`src/rtl/dq_pkg.sv`:
```
// Package: shared types, operation codes and status codes for the double-ended queue.
`timescale 1ns / 1ps

package dq_pkg;

   // Fixed field widths and default capacity
   localparam int DATA_W    = 32;
   localparam int FUNC_W    = 3;
   localparam int CODE_W    = 2;
   localparam int FILL_W    = 5;
   localparam int DEPTH_DEF = 16;

   // Operation codes carried in the func field
   localparam logic [FUNC_W-1:0] FUNC_PUSH_BACK  = 3'd0;
   localparam logic [FUNC_W-1:0] FUNC_PUSH_FRONT = 3'd1;
   localparam logic [FUNC_W-1:0] FUNC_POP_FRONT  = 3'd2;
   localparam logic [FUNC_W-1:0] FUNC_POP_BACK   = 3'd3;
   localparam logic [FUNC_W-1:0] FUNC_STATUS     = 3'd4;

   // Status codes reported with every result
   localparam logic [CODE_W-1:0] CODE_OK        = 2'd0;
   localparam logic [CODE_W-1:0] CODE_OVERFLOW  = 2'd1;
   localparam logic [CODE_W-1:0] CODE_UNDERFLOW = 2'd2;

   typedef struct packed {
      logic [FUNC_W-1:0]        func;
      logic signed [DATA_W-1:0] data_in;
   } req_type;

   typedef struct packed {
      logic signed [DATA_W-1:0] data_out;
      logic [CODE_W-1:0]        code;
      logic                     is_empty;
      logic                     is_full;
      logic [FILL_W-1:0]        fill;
   } rsp_type;

   // Broadcast commands from the controller to every cell
   typedef struct packed {
      logic push_back;
      logic push_front;
      logic pop_front;
      logic pop_back;
   } cell_ctl_type;

endpackage

```
`src/rtl/dq_cell.sv`:
```
// One storage cell of the shift chain: holds a word and trades it with its neighbors.
`timescale 1ns / 1ps

module dq_cell
   import dq_pkg::*;
(
   input  logic                     clock,
   input  cell_ctl_type             ctl,
   input  logic                     write_sel,
   input  logic                     read_sel,
   input  logic signed [DATA_W-1:0] left_word,
   input  logic signed [DATA_W-1:0] right_word,
   input  logic signed [DATA_W-1:0] push_word,
   output logic signed [DATA_W-1:0] word,
   output logic signed [DATA_W-1:0] read_word
);

   logic signed [DATA_W-1:0] data_ff;
   logic signed [DATA_W-1:0] data_in;

   // Shift toward the back on push front, toward the front on pop front,
   // load at the tail slot on push back, otherwise hold
   always_comb begin
      priority if (ctl.push_front) begin
         data_in = left_word;
      end else if (ctl.pop_front) begin
         data_in = right_word;
      end else if (ctl.push_back && write_sel) begin
         data_in = push_word;
      end else begin
         data_in = data_ff;
      end
   end

   always_ff @(posedge clock) begin
      data_ff <= data_in;
   end

   assign word      = data_ff;
   // Drive the back-read bus only from the last occupied cell
   assign read_word = read_sel ? data_ff : '0;

endmodule

```
`src/rtl/dq_ctrl.sv`:
```
// Controller: entry count, operation decode, handshake and result register.
`timescale 1ns / 1ps

module dq_ctrl
   import dq_pkg::*;
#(
   parameter int DEPTH = DEPTH_DEF,
   parameter int CW    = $clog2(DEPTH + 1)
) (
   input  logic                     clock,
   input  logic                     reset,
   input  logic                     req_valid,
   output logic                     req_ready,
   input  logic [FUNC_W-1:0]        req_func,
   output logic                     rsp_valid,
   input  logic                     rsp_ready,
   output rsp_type                  rsp,
   input  logic signed [DATA_W-1:0] front_word,
   input  logic signed [DATA_W-1:0] back_word,
   output cell_ctl_type             ctl,
   output logic [CW-1:0]            count
);

   localparam logic [CW-1:0] FULL_COUNT = CW'(DEPTH);

   logic [CW-1:0]         count_ff;
   logic [CW-1:0]         count_in;
   logic                  rsp_valid_ff;
   logic                  rsp_valid_in;
   rsp_type               rsp_ff;
   rsp_type               rsp_in;
   logic                  accept;
   logic                  full;
   logic                  empty;
   logic [CODE_W-1:0]     code;
   logic [CW+FILL_W-1:0]  fill_ext;

   assign full      = (count_ff == FULL_COUNT);
   assign empty     = (count_ff == '0);
   assign req_ready = !rsp_valid_ff || rsp_ready;
   assign accept    = req_valid && req_ready;

   // Decode the operation; errors leave the cells and count untouched
   always_comb begin
      ctl  = '0;
      code = CODE_OK;
      unique case (req_func)
         FUNC_PUSH_BACK: begin
            ctl.push_back = accept && !full;
            code          = full ? CODE_OVERFLOW : CODE_OK;
         end
         FUNC_PUSH_FRONT: begin
            ctl.push_front = accept && !full;
            code           = full ? CODE_OVERFLOW : CODE_OK;
         end
         FUNC_POP_FRONT: begin
            ctl.pop_front = accept && !empty;
            code          = empty ? CODE_UNDERFLOW : CODE_OK;
         end
         FUNC_POP_BACK: begin
            ctl.pop_back = accept && !empty;
            code         = empty ? CODE_UNDERFLOW : CODE_OK;
         end
         default: begin
            code = CODE_OK;
         end
      endcase
   end

   // Advance the count on a successful push or pop
   always_comb begin
      priority if (ctl.push_back || ctl.push_front) begin
         count_in = count_ff + CW'(1);
      end else if (ctl.pop_front || ctl.pop_back) begin
         count_in = count_ff - CW'(1);
      end else begin
         count_in = count_ff;
      end
   end

   // Build the result from the state after the operation
   assign fill_ext = {{FILL_W{1'b0}}, count_in};

   always_comb begin
      rsp_in          = '0;
      rsp_in.data_out = ctl.pop_front ? front_word :
                        ctl.pop_back  ? back_word  : '0;
      rsp_in.code     = code;
      rsp_in.is_empty = (count_in == '0);
      rsp_in.is_full  = (count_in == FULL_COUNT);
      rsp_in.fill     = fill_ext[FILL_W-1:0];
   end

   assign rsp_valid_in = accept || (rsp_valid_ff && !rsp_ready);

   always_ff @(posedge clock) begin
      if (reset) begin
         count_ff     <= '0;
         rsp_valid_ff <= 1'b0;
      end else begin
         count_ff     <= count_in;
         rsp_valid_ff <= rsp_valid_in;
      end
   end

   // Load the result register on each accepted item
   always_ff @(posedge clock) begin
      if (accept) begin
         rsp_ff <= rsp_in;
      end
   end

   assign rsp_valid = rsp_valid_ff;
   assign rsp       = rsp_ff;
   assign count     = count_ff;

   // Count never passes capacity
   a_count_range: assert property (@(posedge clock) disable iff (reset)
      count_ff <= FULL_COUNT)
      else $error("entry count above capacity");

   // A rejected operation leaves the count as it was
   a_error_holds: assert property (@(posedge clock) disable iff (reset)
      accept && code != CODE_OK |=> count_ff == $past(count_ff))
      else $error("count changed on an error");

   // A stalled result is never overwritten by a new item
   a_no_overrun: assert property (@(posedge clock) disable iff (reset)
      rsp_valid_ff && !rsp_ready |-> !accept)
      else $error("item accepted over a waiting result");

   // Reported flags agree with the count of the result
   a_flags_match: assert property (@(posedge clock) disable iff (reset)
      accept |=> rsp_ff.is_empty == (count_ff == '0)
                 && rsp_ff.is_full == (count_ff == FULL_COUNT))
      else $error("result flags disagree with count");

endmodule

```
`src/rtl/double_ended_queue_top.sv`:
```
// Top level: double-ended queue built from a row of shifting storage cells.
//
//   channel | direction | handshake            | payload
//   req     | in        | req_valid/req_ready  | req_type  (func, data_in)
//   rsp     | out       | rsp_valid/rsp_ready  | rsp_type  (data_out, code, flags, fill)
//
// One item per cycle while results are drained; each result appears in the output register
// in the cycle after its item is taken. The cells shift the whole row together on push front and
// pop front, so the front is always cell 0 and the back is cell count-1.
// Synchronous reset empties the queue; stored words are not cleared.
// A new item is taken while the result register is empty or being drained.
`timescale 1ns / 1ps

module double_ended_queue_top
   import dq_pkg::*;
#(
   parameter int DEPTH = DEPTH_DEF
) (
   input  logic    clock,
   input  logic    reset,
   input  logic    req_valid,
   output logic    req_ready,
   input  req_type req,
   output logic    rsp_valid,
   input  logic    rsp_ready,
   output rsp_type rsp
);

   localparam int CW = $clog2(DEPTH + 1);

   cell_ctl_type             ctl;
   logic [CW-1:0]            count;
   logic signed [DATA_W-1:0] cell_word [DEPTH];
   logic signed [DATA_W-1:0] cell_read [DEPTH];
   logic signed [DATA_W-1:0] back_word;

   dq_ctrl #(
      .DEPTH (DEPTH),
      .CW    (CW)
   ) u_ctrl (
      .clock      (clock),
      .reset      (reset),
      .req_valid  (req_valid),
      .req_ready  (req_ready),
      .req_func   (req.func),
      .rsp_valid  (rsp_valid),
      .rsp_ready  (rsp_ready),
      .rsp        (rsp),
      .front_word (cell_word[0]),
      .back_word  (back_word),
      .ctl        (ctl),
      .count      (count)
   );

   // Row of cells; cell 0 takes the pushed word on push front
   for (genvar i = 0; i < DEPTH; i++) begin : g_cell
      logic signed [DATA_W-1:0] left_word;
      logic signed [DATA_W-1:0] right_word;

      if (i == 0) begin : g_first
         assign left_word = req.data_in;
      end else begin : g_mid_l
         assign left_word = cell_word[i-1];
      end

      if (i == DEPTH - 1) begin : g_last
         assign right_word = '0;
      end else begin : g_mid_r
         assign right_word = cell_word[i+1];
      end

      dq_cell u_cell (
         .clock      (clock),
         .ctl        (ctl),
         .write_sel  (count == CW'(i)),
         .read_sel   (count == CW'(i + 1)),
         .left_word  (left_word),
         .right_word (right_word),
         .push_word  (req.data_in),
         .word       (cell_word[i]),
         .read_word  (cell_read[i])
      );
   end

   // Merge the back-read bus; at most one cell drives it
   always_comb begin
      back_word = '0;
      for (int i = 0; i < DEPTH; i++) begin
         back_word = back_word | cell_read[i];
      end
   end

endmodule

```
`config.mk`:
```
export PLATFORM = sky130hd
export DESIGN_NAME = double_ended_queue_top
export DESIGN_NICKNAME = d
export VERILOG_FILES = /design/src/rtl/dq_pkg.sv /design/src/rtl/dq_cell.sv /design/src/rtl/dq_ctrl.sv /design/src/rtl/double_ended_queue_top.sv
export SDC_FILE = /design/constraint.sdc
export NUM_CORES = 1
export LEC_CHECK = 0
export BUFFER_PORTS_ARGS = -buffer_cell sky130_fd_sc_hd__buf_4
export CAP_MARGIN = 20
export CORE_UTILIZATION = 45
export CTS_CLUSTER_DIAMETER = 30
export CTS_CLUSTER_SIZE = 10
export DETAILED_ROUTE_END_ITERATION = 10
export SYNTH_ARGS = -nofsm -noshare
export SYNTH_HDL_FRONTEND = slang
export SYNTH_SLANG_ARGS = --single-unit
```
`constraint.sdc`:
```
create_clock -name clock -period 5.4 [get_ports clock]
set_input_delay 0.27 -clock clock [delete_from_list [all_inputs] [get_ports clock]]
set_output_delay 0.27 -clock clock [all_outputs]
set_load 0.02 [all_outputs]
```
After elaboration in Yosys (flattened, before gate mapping)
Index checks and enable logic that the tools add are counted.
{ "word_totals": {"register_bits": 559, "out_inout_bits": 43, "inputBits": 39} }
{ "op_classes": {"n_mux": 75, "eq_ne": 20, "reduce_logical": 49, "addsub": 2, "n_bitwise": 15} }
{ "op_table": {"columns": ["op", "count"], "rows": [
  ["2-to-1 mux 32 bit", 66],
  ["bitwise OR 32 bit", 15],
  ["nonzero test 3 bit", 16],
  ["== test 5 x 4 -> 1 bit, second input constant", 8],
  ["== test 5 x 3 -> 1 bit, second input constant", 4],
  ["logical AND 1 bit", 20],
  ["== test 5 x 2 -> 1 bit, second input constant", 2],
  ["== test 5 bit, second input constant", 2],
  ["logical NOT 5 bit", 2],
  ["2-to-1 mux 5 bit", 2],
  ["== test 3 x 2 -> 1 bit, second input constant", 2],
  ["adder 5 x 1 -> 5 bit, second input constant", 1],
  ["== test 5 x 1 -> 1 bit, second input constant", 1],
  ["2-to-1 mux 1 bit", 5],
  ["subtractor 5 x 1 -> 5 bit, second input constant", 1],
  ["logical NOT 1 bit", 4],
  ["logical OR 1 bit", 4],
  ["case mux 2 bit (2 select lines)", 1],
  ["OR reduction 2 bit", 2],
  ["== test 3 x 1 -> 1 bit, second input constant", 1],
  ["logical NOT 3 bit", 1],
  ["2-to-1 mux 2 bit", 1]
]} }

Depth between registers and ports, before layout
{ "depth": {"ltp_word": 19, "ltp_mapped": 14, "ltp_nobuf": 8} }

Modules after synthesis
Synthesis repeated with hierarchy kept, for this count alone.
{ "hier_totals": {"hier_cells": 3188, "area_unflattened_um2": 33762.4} }
{ "by_module_without_submodules": {"columns": ["module", "seq_area_each_um2", "area_each_um2", "cells_per_inst", "instances"], "rows": [
  ["dq_cell", 960.9, 1886.8, 175, 16],
  ["dq_ctrl", 1351.3, 2381.0, 196, 1],
  ["double_ended_queue_top", 0.0, 1192.4, 192, 1]
]} }

Least setup slack after synthesis
Ideal clock, no wire load.
{ "synth_path": {"kind": "flip-flop to flip-flop", "start": "reg u_ctrl.count_ff[2] (netlist: u_ctrl.count[2])", "end": "reg g_cell[15].u_cell.data_ff[0] (enable)", "setup_time_ps": 466, "required_time_ps": 4934, "t_arrival_ps": 4254, "path_buffers": 7, "setup_slack_ps": 681, "path_stages_with_launch": 12, "cell_sequence": "dfxtp_1 buf_4 buf_4 buf_6 buf_2 buf_2 and3_1 ha_1 clkbuf_1 clkbuf_1 inv_1 o21ai_0"} }
{ "synth_between": {"elab_chain_len": 6} }
{ "synth_lines": {"columns": ["element", "line", "text"], "rows": [
  ["from (decl)", "dq_ctrl.sv:26", "logic [CW-1:0] count_ff;"],
  ["from (signal assigned)", "dq_ctrl.sv:101", "count_ff <= count_in;"],
  ["== test 5 bit", "dq_ctrl.sv:38", "assign full = (count_ff == FULL_COUNT);"],
  ["logical NOT 1 bit", "dq_ctrl.sv:49, dq_ctrl.sv:53", null],
  ["logical AND 1 bit", "dq_ctrl.sv:49, dq_ctrl.sv:53", null],
  ["2-to-1 mux 1 bit", "dq_ctrl.sv:47", "unique case (req_func)"],
  ["logical AND 1 bit", "dq_cell.sv:28", "end else if (ctl.push_back && write_sel) begin"],
  ["nonzero test 3 bit (no source line) (*)", null, null],
  ["to (signal assigned)", "dq_cell.sv:36", "data_ff <= data_in;"],
  ["to (decl)", "dq_cell.sv:18", "logic signed [DATA_W-1:0] data_ff;"]
]} }
Mark *: on every way between the ends. The rest lies on a longest branch, timed or not.
A chain may end at the register's enable or synchronous reset.

==> impl_metrics.env <==
export IMPL_cap_viol_max_count=0
export IMPL_async_reset_ff_share_pct=0
export IMPL_wl_per_cell_um=32.7
export IMPL_yosysTopAreaCell="edfxtp_1"
export IMPL_slew_headroom_pct=17.2
export IMPL_setup_viol=0
export IMPL_drtIter0Drc=3843
export IMPL_final_area_sq_mm=0.0340
export IMPL_wirelength_mm=99.7
export IMPL_tightestPinTransition_ns=1.24
export IMPL_max_stage_delay_ns=0.70
export IMPL_worstPathCellList="inv_1, ha_1, or4b_4, nand4bb_2, nor2_4, buf_4, buf_12, a22o_1"
export IMPL_min_path_type="in2reg"
export IMPL_cts_path_max_buffers=3
export IMPL_synth_distinct_cells=74
export IMPL_cts_root_buf="clkbuf_16"
export IMPL_cts_setup_buffers=0
export IMPL_synthFlopType="edfxtp_1"
export IMPL_grt_usage_pct=31.0
export IMPL_htree_levels=4
export IMPL_ys_seq_elements=559
export IMPL_p_leak_nw=11.7
export IMPL_gr_total_overflow=0
export IMPL_hold_violations=0
export IMPL_first_global_vias=20600
export IMPL_antenna_left=0
export IMPL_arrival_ns=4.55
export IMPL_synth_area_top_cells="edfxtp_1 (59%), a221o_1 (16%), mux2i_1 (3.0%)"
export IMPL_cp_depth=8
export IMPL_synth_edf_count=553
export IMPL_place_area_sq_mm=0.0291
export IMPL_wl_met2_mm=43.1
export IMPL_coreArea_sq_mm=0.0617
export IMPL_path_delay_family="buffers and inverters"
export IMPL_clock_latency_ns=0.71
export IMPL_min_path_cells=3
export IMPL_drc=0
export IMPL_grt_pass1_wl_mm=143
export IMPL_antenna_found_initial=2
export IMPL_ff2ff_path_depth=8
export IMPL_min_delay_start="reset"
export IMPL_critical_path_endpoint_type="register"
export IMPL_yosysWarningCount=0
export IMPL_crit_required_ns=5.93
export IMPL_crit_buf_inv=3
export IMPL_die_h_um=252
export IMPL_vias=22000
export IMPL_initial_utilization_pct=45.6
export IMPL_design_die_area_sq_mm=0.0635
export IMPL_met1_length_mm=39.9
export IMPL_register_area_sq_mm=0.0167
export IMPL_critPathLaunchType="register"
export IMPL_fin_worst_skew_ns=0.0198
export IMPL_crit_slowest_cell="buf_12"
export IMPL_maxSlewViolCount=0
export IMPL_finalNetCount=2144
export IMPL_cts_sinks=559
export IMPL_clock_fmax_ghz=0.249
export IMPL_synth_fp_nets=2086
export IMPL_netlist_instances=2041
export IMPL_multiInputGateArea_sq_mm=0.0101
export IMPL_powerDensity_mw_per_mm2=419
export IMPL_area_growth_pct=21.0
export IMPL_min_period_over_period_pct=74.4
export IMPL_dr_wl_met3_mm=12.5
export IMPL_setup_tns_ns=0
export IMPL_period_needed_ns=4.02
export IMPL_highest_layer="met5"
export IMPL_nFillCells=5019
export IMPL_portBuffers=81
export IMPL_syn_area_per_cell_sq_um=13.8
export IMPL_critical_path_class="reg2reg"
export IMPL_synth_area_sq_mm=0.0281
export IMPL_layout_drive_gt1_share_pct=19.0
export IMPL_rsz0062_at_grt="false"
export IMPL_grt_max_degree=241
export IMPL_rr_startpoint="u_ctrl.count[0]"
export IMPL_p_total_w=0.0143
export IMPL_die_x_um=252
export IMPL_worst_path_max_fanout=240
export IMPL_ir_drop_v=0.000251
export IMPL_first_pass_iters=7
export IMPL_finalWeightedCongestion=0.891
export IMPL_cts_clk_slew_worst_paths_ns=0.05
export IMPL_ios=82
export IMPL_placementRows=91
export IMPL_synth_top_area_share_pct=59.0
export IMPL_vias_per_cell=7.22
export IMPL_critPathLaunch="u_ctrl.count[0]"
export IMPL_outcome="complete, no violations"
export IMPL_cts_tree="yes"
export IMPL_place_hpwl_mm=56.8
export IMPL_cts_made_buffers=131
export IMPL_seq_area_frac_synth_pct=59.5
[state kept, by name, summed over array words and instances, names as in the netlist]
signal	cells
g_cell.u_cell.word	512
u_ctrl.rsp_valid	1
u_ctrl.rsp	41
u_ctrl.count	5
[worst min-delay path, cell delays in order]
cell and delay [ns]:
dlygate4sd3_1 0.52, buf_4 0.15, nor2b_1 0.05
[timing repair]
item	4_1_cts	5_1_grt
gates resized for setup	0	0
endpoints found under the hold margin	39	0
endpoints found under the setup margin	0	0
hold buffers	37	0
[kinds of logic (layout without fill, tap and decap cells)]
kind of cell    after synthesis  in the layout  synth area share (%)
compound gates              758            758                  24.1
fa+ha+maj                     6              6                 0.267
flops                       559            559                  59.5
mux                         102            102                  3.75
xor+xnor                      3              3                0.0934
buf+inv                     266            430                  5.68
other cells                   0              4                     0
simple gates                347            347                  6.68
[placed cells by master (no fill, tap or decap), types with 14 or more instances in the layout]
cell type      synthesis  routed
a22o_1                35      35
o21ai_4                0      14
mux2i_1               83      83
clkbuf_16              0     136
o22ai_1               25      25
o21ai_0               47      33
nor2_1                29      28
edfxtp_1             553     553
buf_4                  6     127
nand3b_1              20      20
a221o_1              453     453
bufinv_16              0      19
and3_1                38      38
clkbuf_1              89      17
clkinv_2               0      25
nand2_1              155     155
mux2_2                18      18
dlygate4sd3_1          0      37
nand3_1               21      18
clkinv_1               0      14
a22oi_1               82      82
a21o_1                33      33
[power breakdown]
| group | switching, W | internal [W] | leakage, nW |
|---|---|---|---|
| clock network | 0.00258 | 0.00549 | 2.17 |
| logic | 0.000644 | 0.000409 | 4.36 |
| registers | 0.000135 | 0.00500 | 5.12 |
| total | 0.00335 | 0.0109 | 11.7 |
[per-layer routing]
layer	GRT usage (%)	up-vias
li1	-	8897
met1	43.8	11100
met2	44.3	1746
met3	8.45	290
met4	13.8	2
met5	0	-
[cell usage after synthesis (7+ instances only)]
cell and count:
a22o_1 35, buf_6 62, o211ai_1 7, edfxtp_1 553, a22oi_1 82, nand4_1 9
nor4_1 8, mux2i_1 83, nand2_1 155, a32oi_1 7, a221oi_1 9, a2111oi_0 9
o21ai_0 47, inv_1 13, nor3_1 8, and3b_1 7, nand3_1 21, a21o_1 33
mux2_2 18, nor2b_1 10, and3_1 38, a21oi_1 9, buf_2 88, nor2_1 29
nand3b_1 20, clkbuf_1 89, a221o_1 453, o22ai_1 25
[stage by stage]
stage	hold WS, ns	instances	util (%)	worst slack, ns
6_report	0.337	3046	55.2	1.38
5_1_grt	0.343	3042	55.1	1.31
4_1_cts	0.298	3041	55.1	1.47
3_5_place_dp	0.495	2765	47.2	1.50
3_3_place_gp	0.491	2763	47.2	1.57
2_1_floorplan	0.339	2041	-	0.681
[layout make-up]
type / instances / area share, %
diodes: 4 / 0.0294
repair buffers: 177 / 4.67
well taps: 837 / 3.08
flip-flops and latches: 559 / 49.2
clock inverters: 85 / 2.95
multi-input cells: 1216 / 29.7
clock buffers: 154 / 10.2
inverters: 14 / 0.154
[worst paths after layout]
check                                             endpoint  slack (ns)
worst max register to register              u_ctrl.rsp[26]        1.38
worst min register to register  g_cell[15].u_cell.word[13]        0.57
worst min-delay path                       u_ctrl.count[3]        0.34
worst max-delay path                        u_ctrl.rsp[26]        1.38
Power figures use the tool's default switching activity.
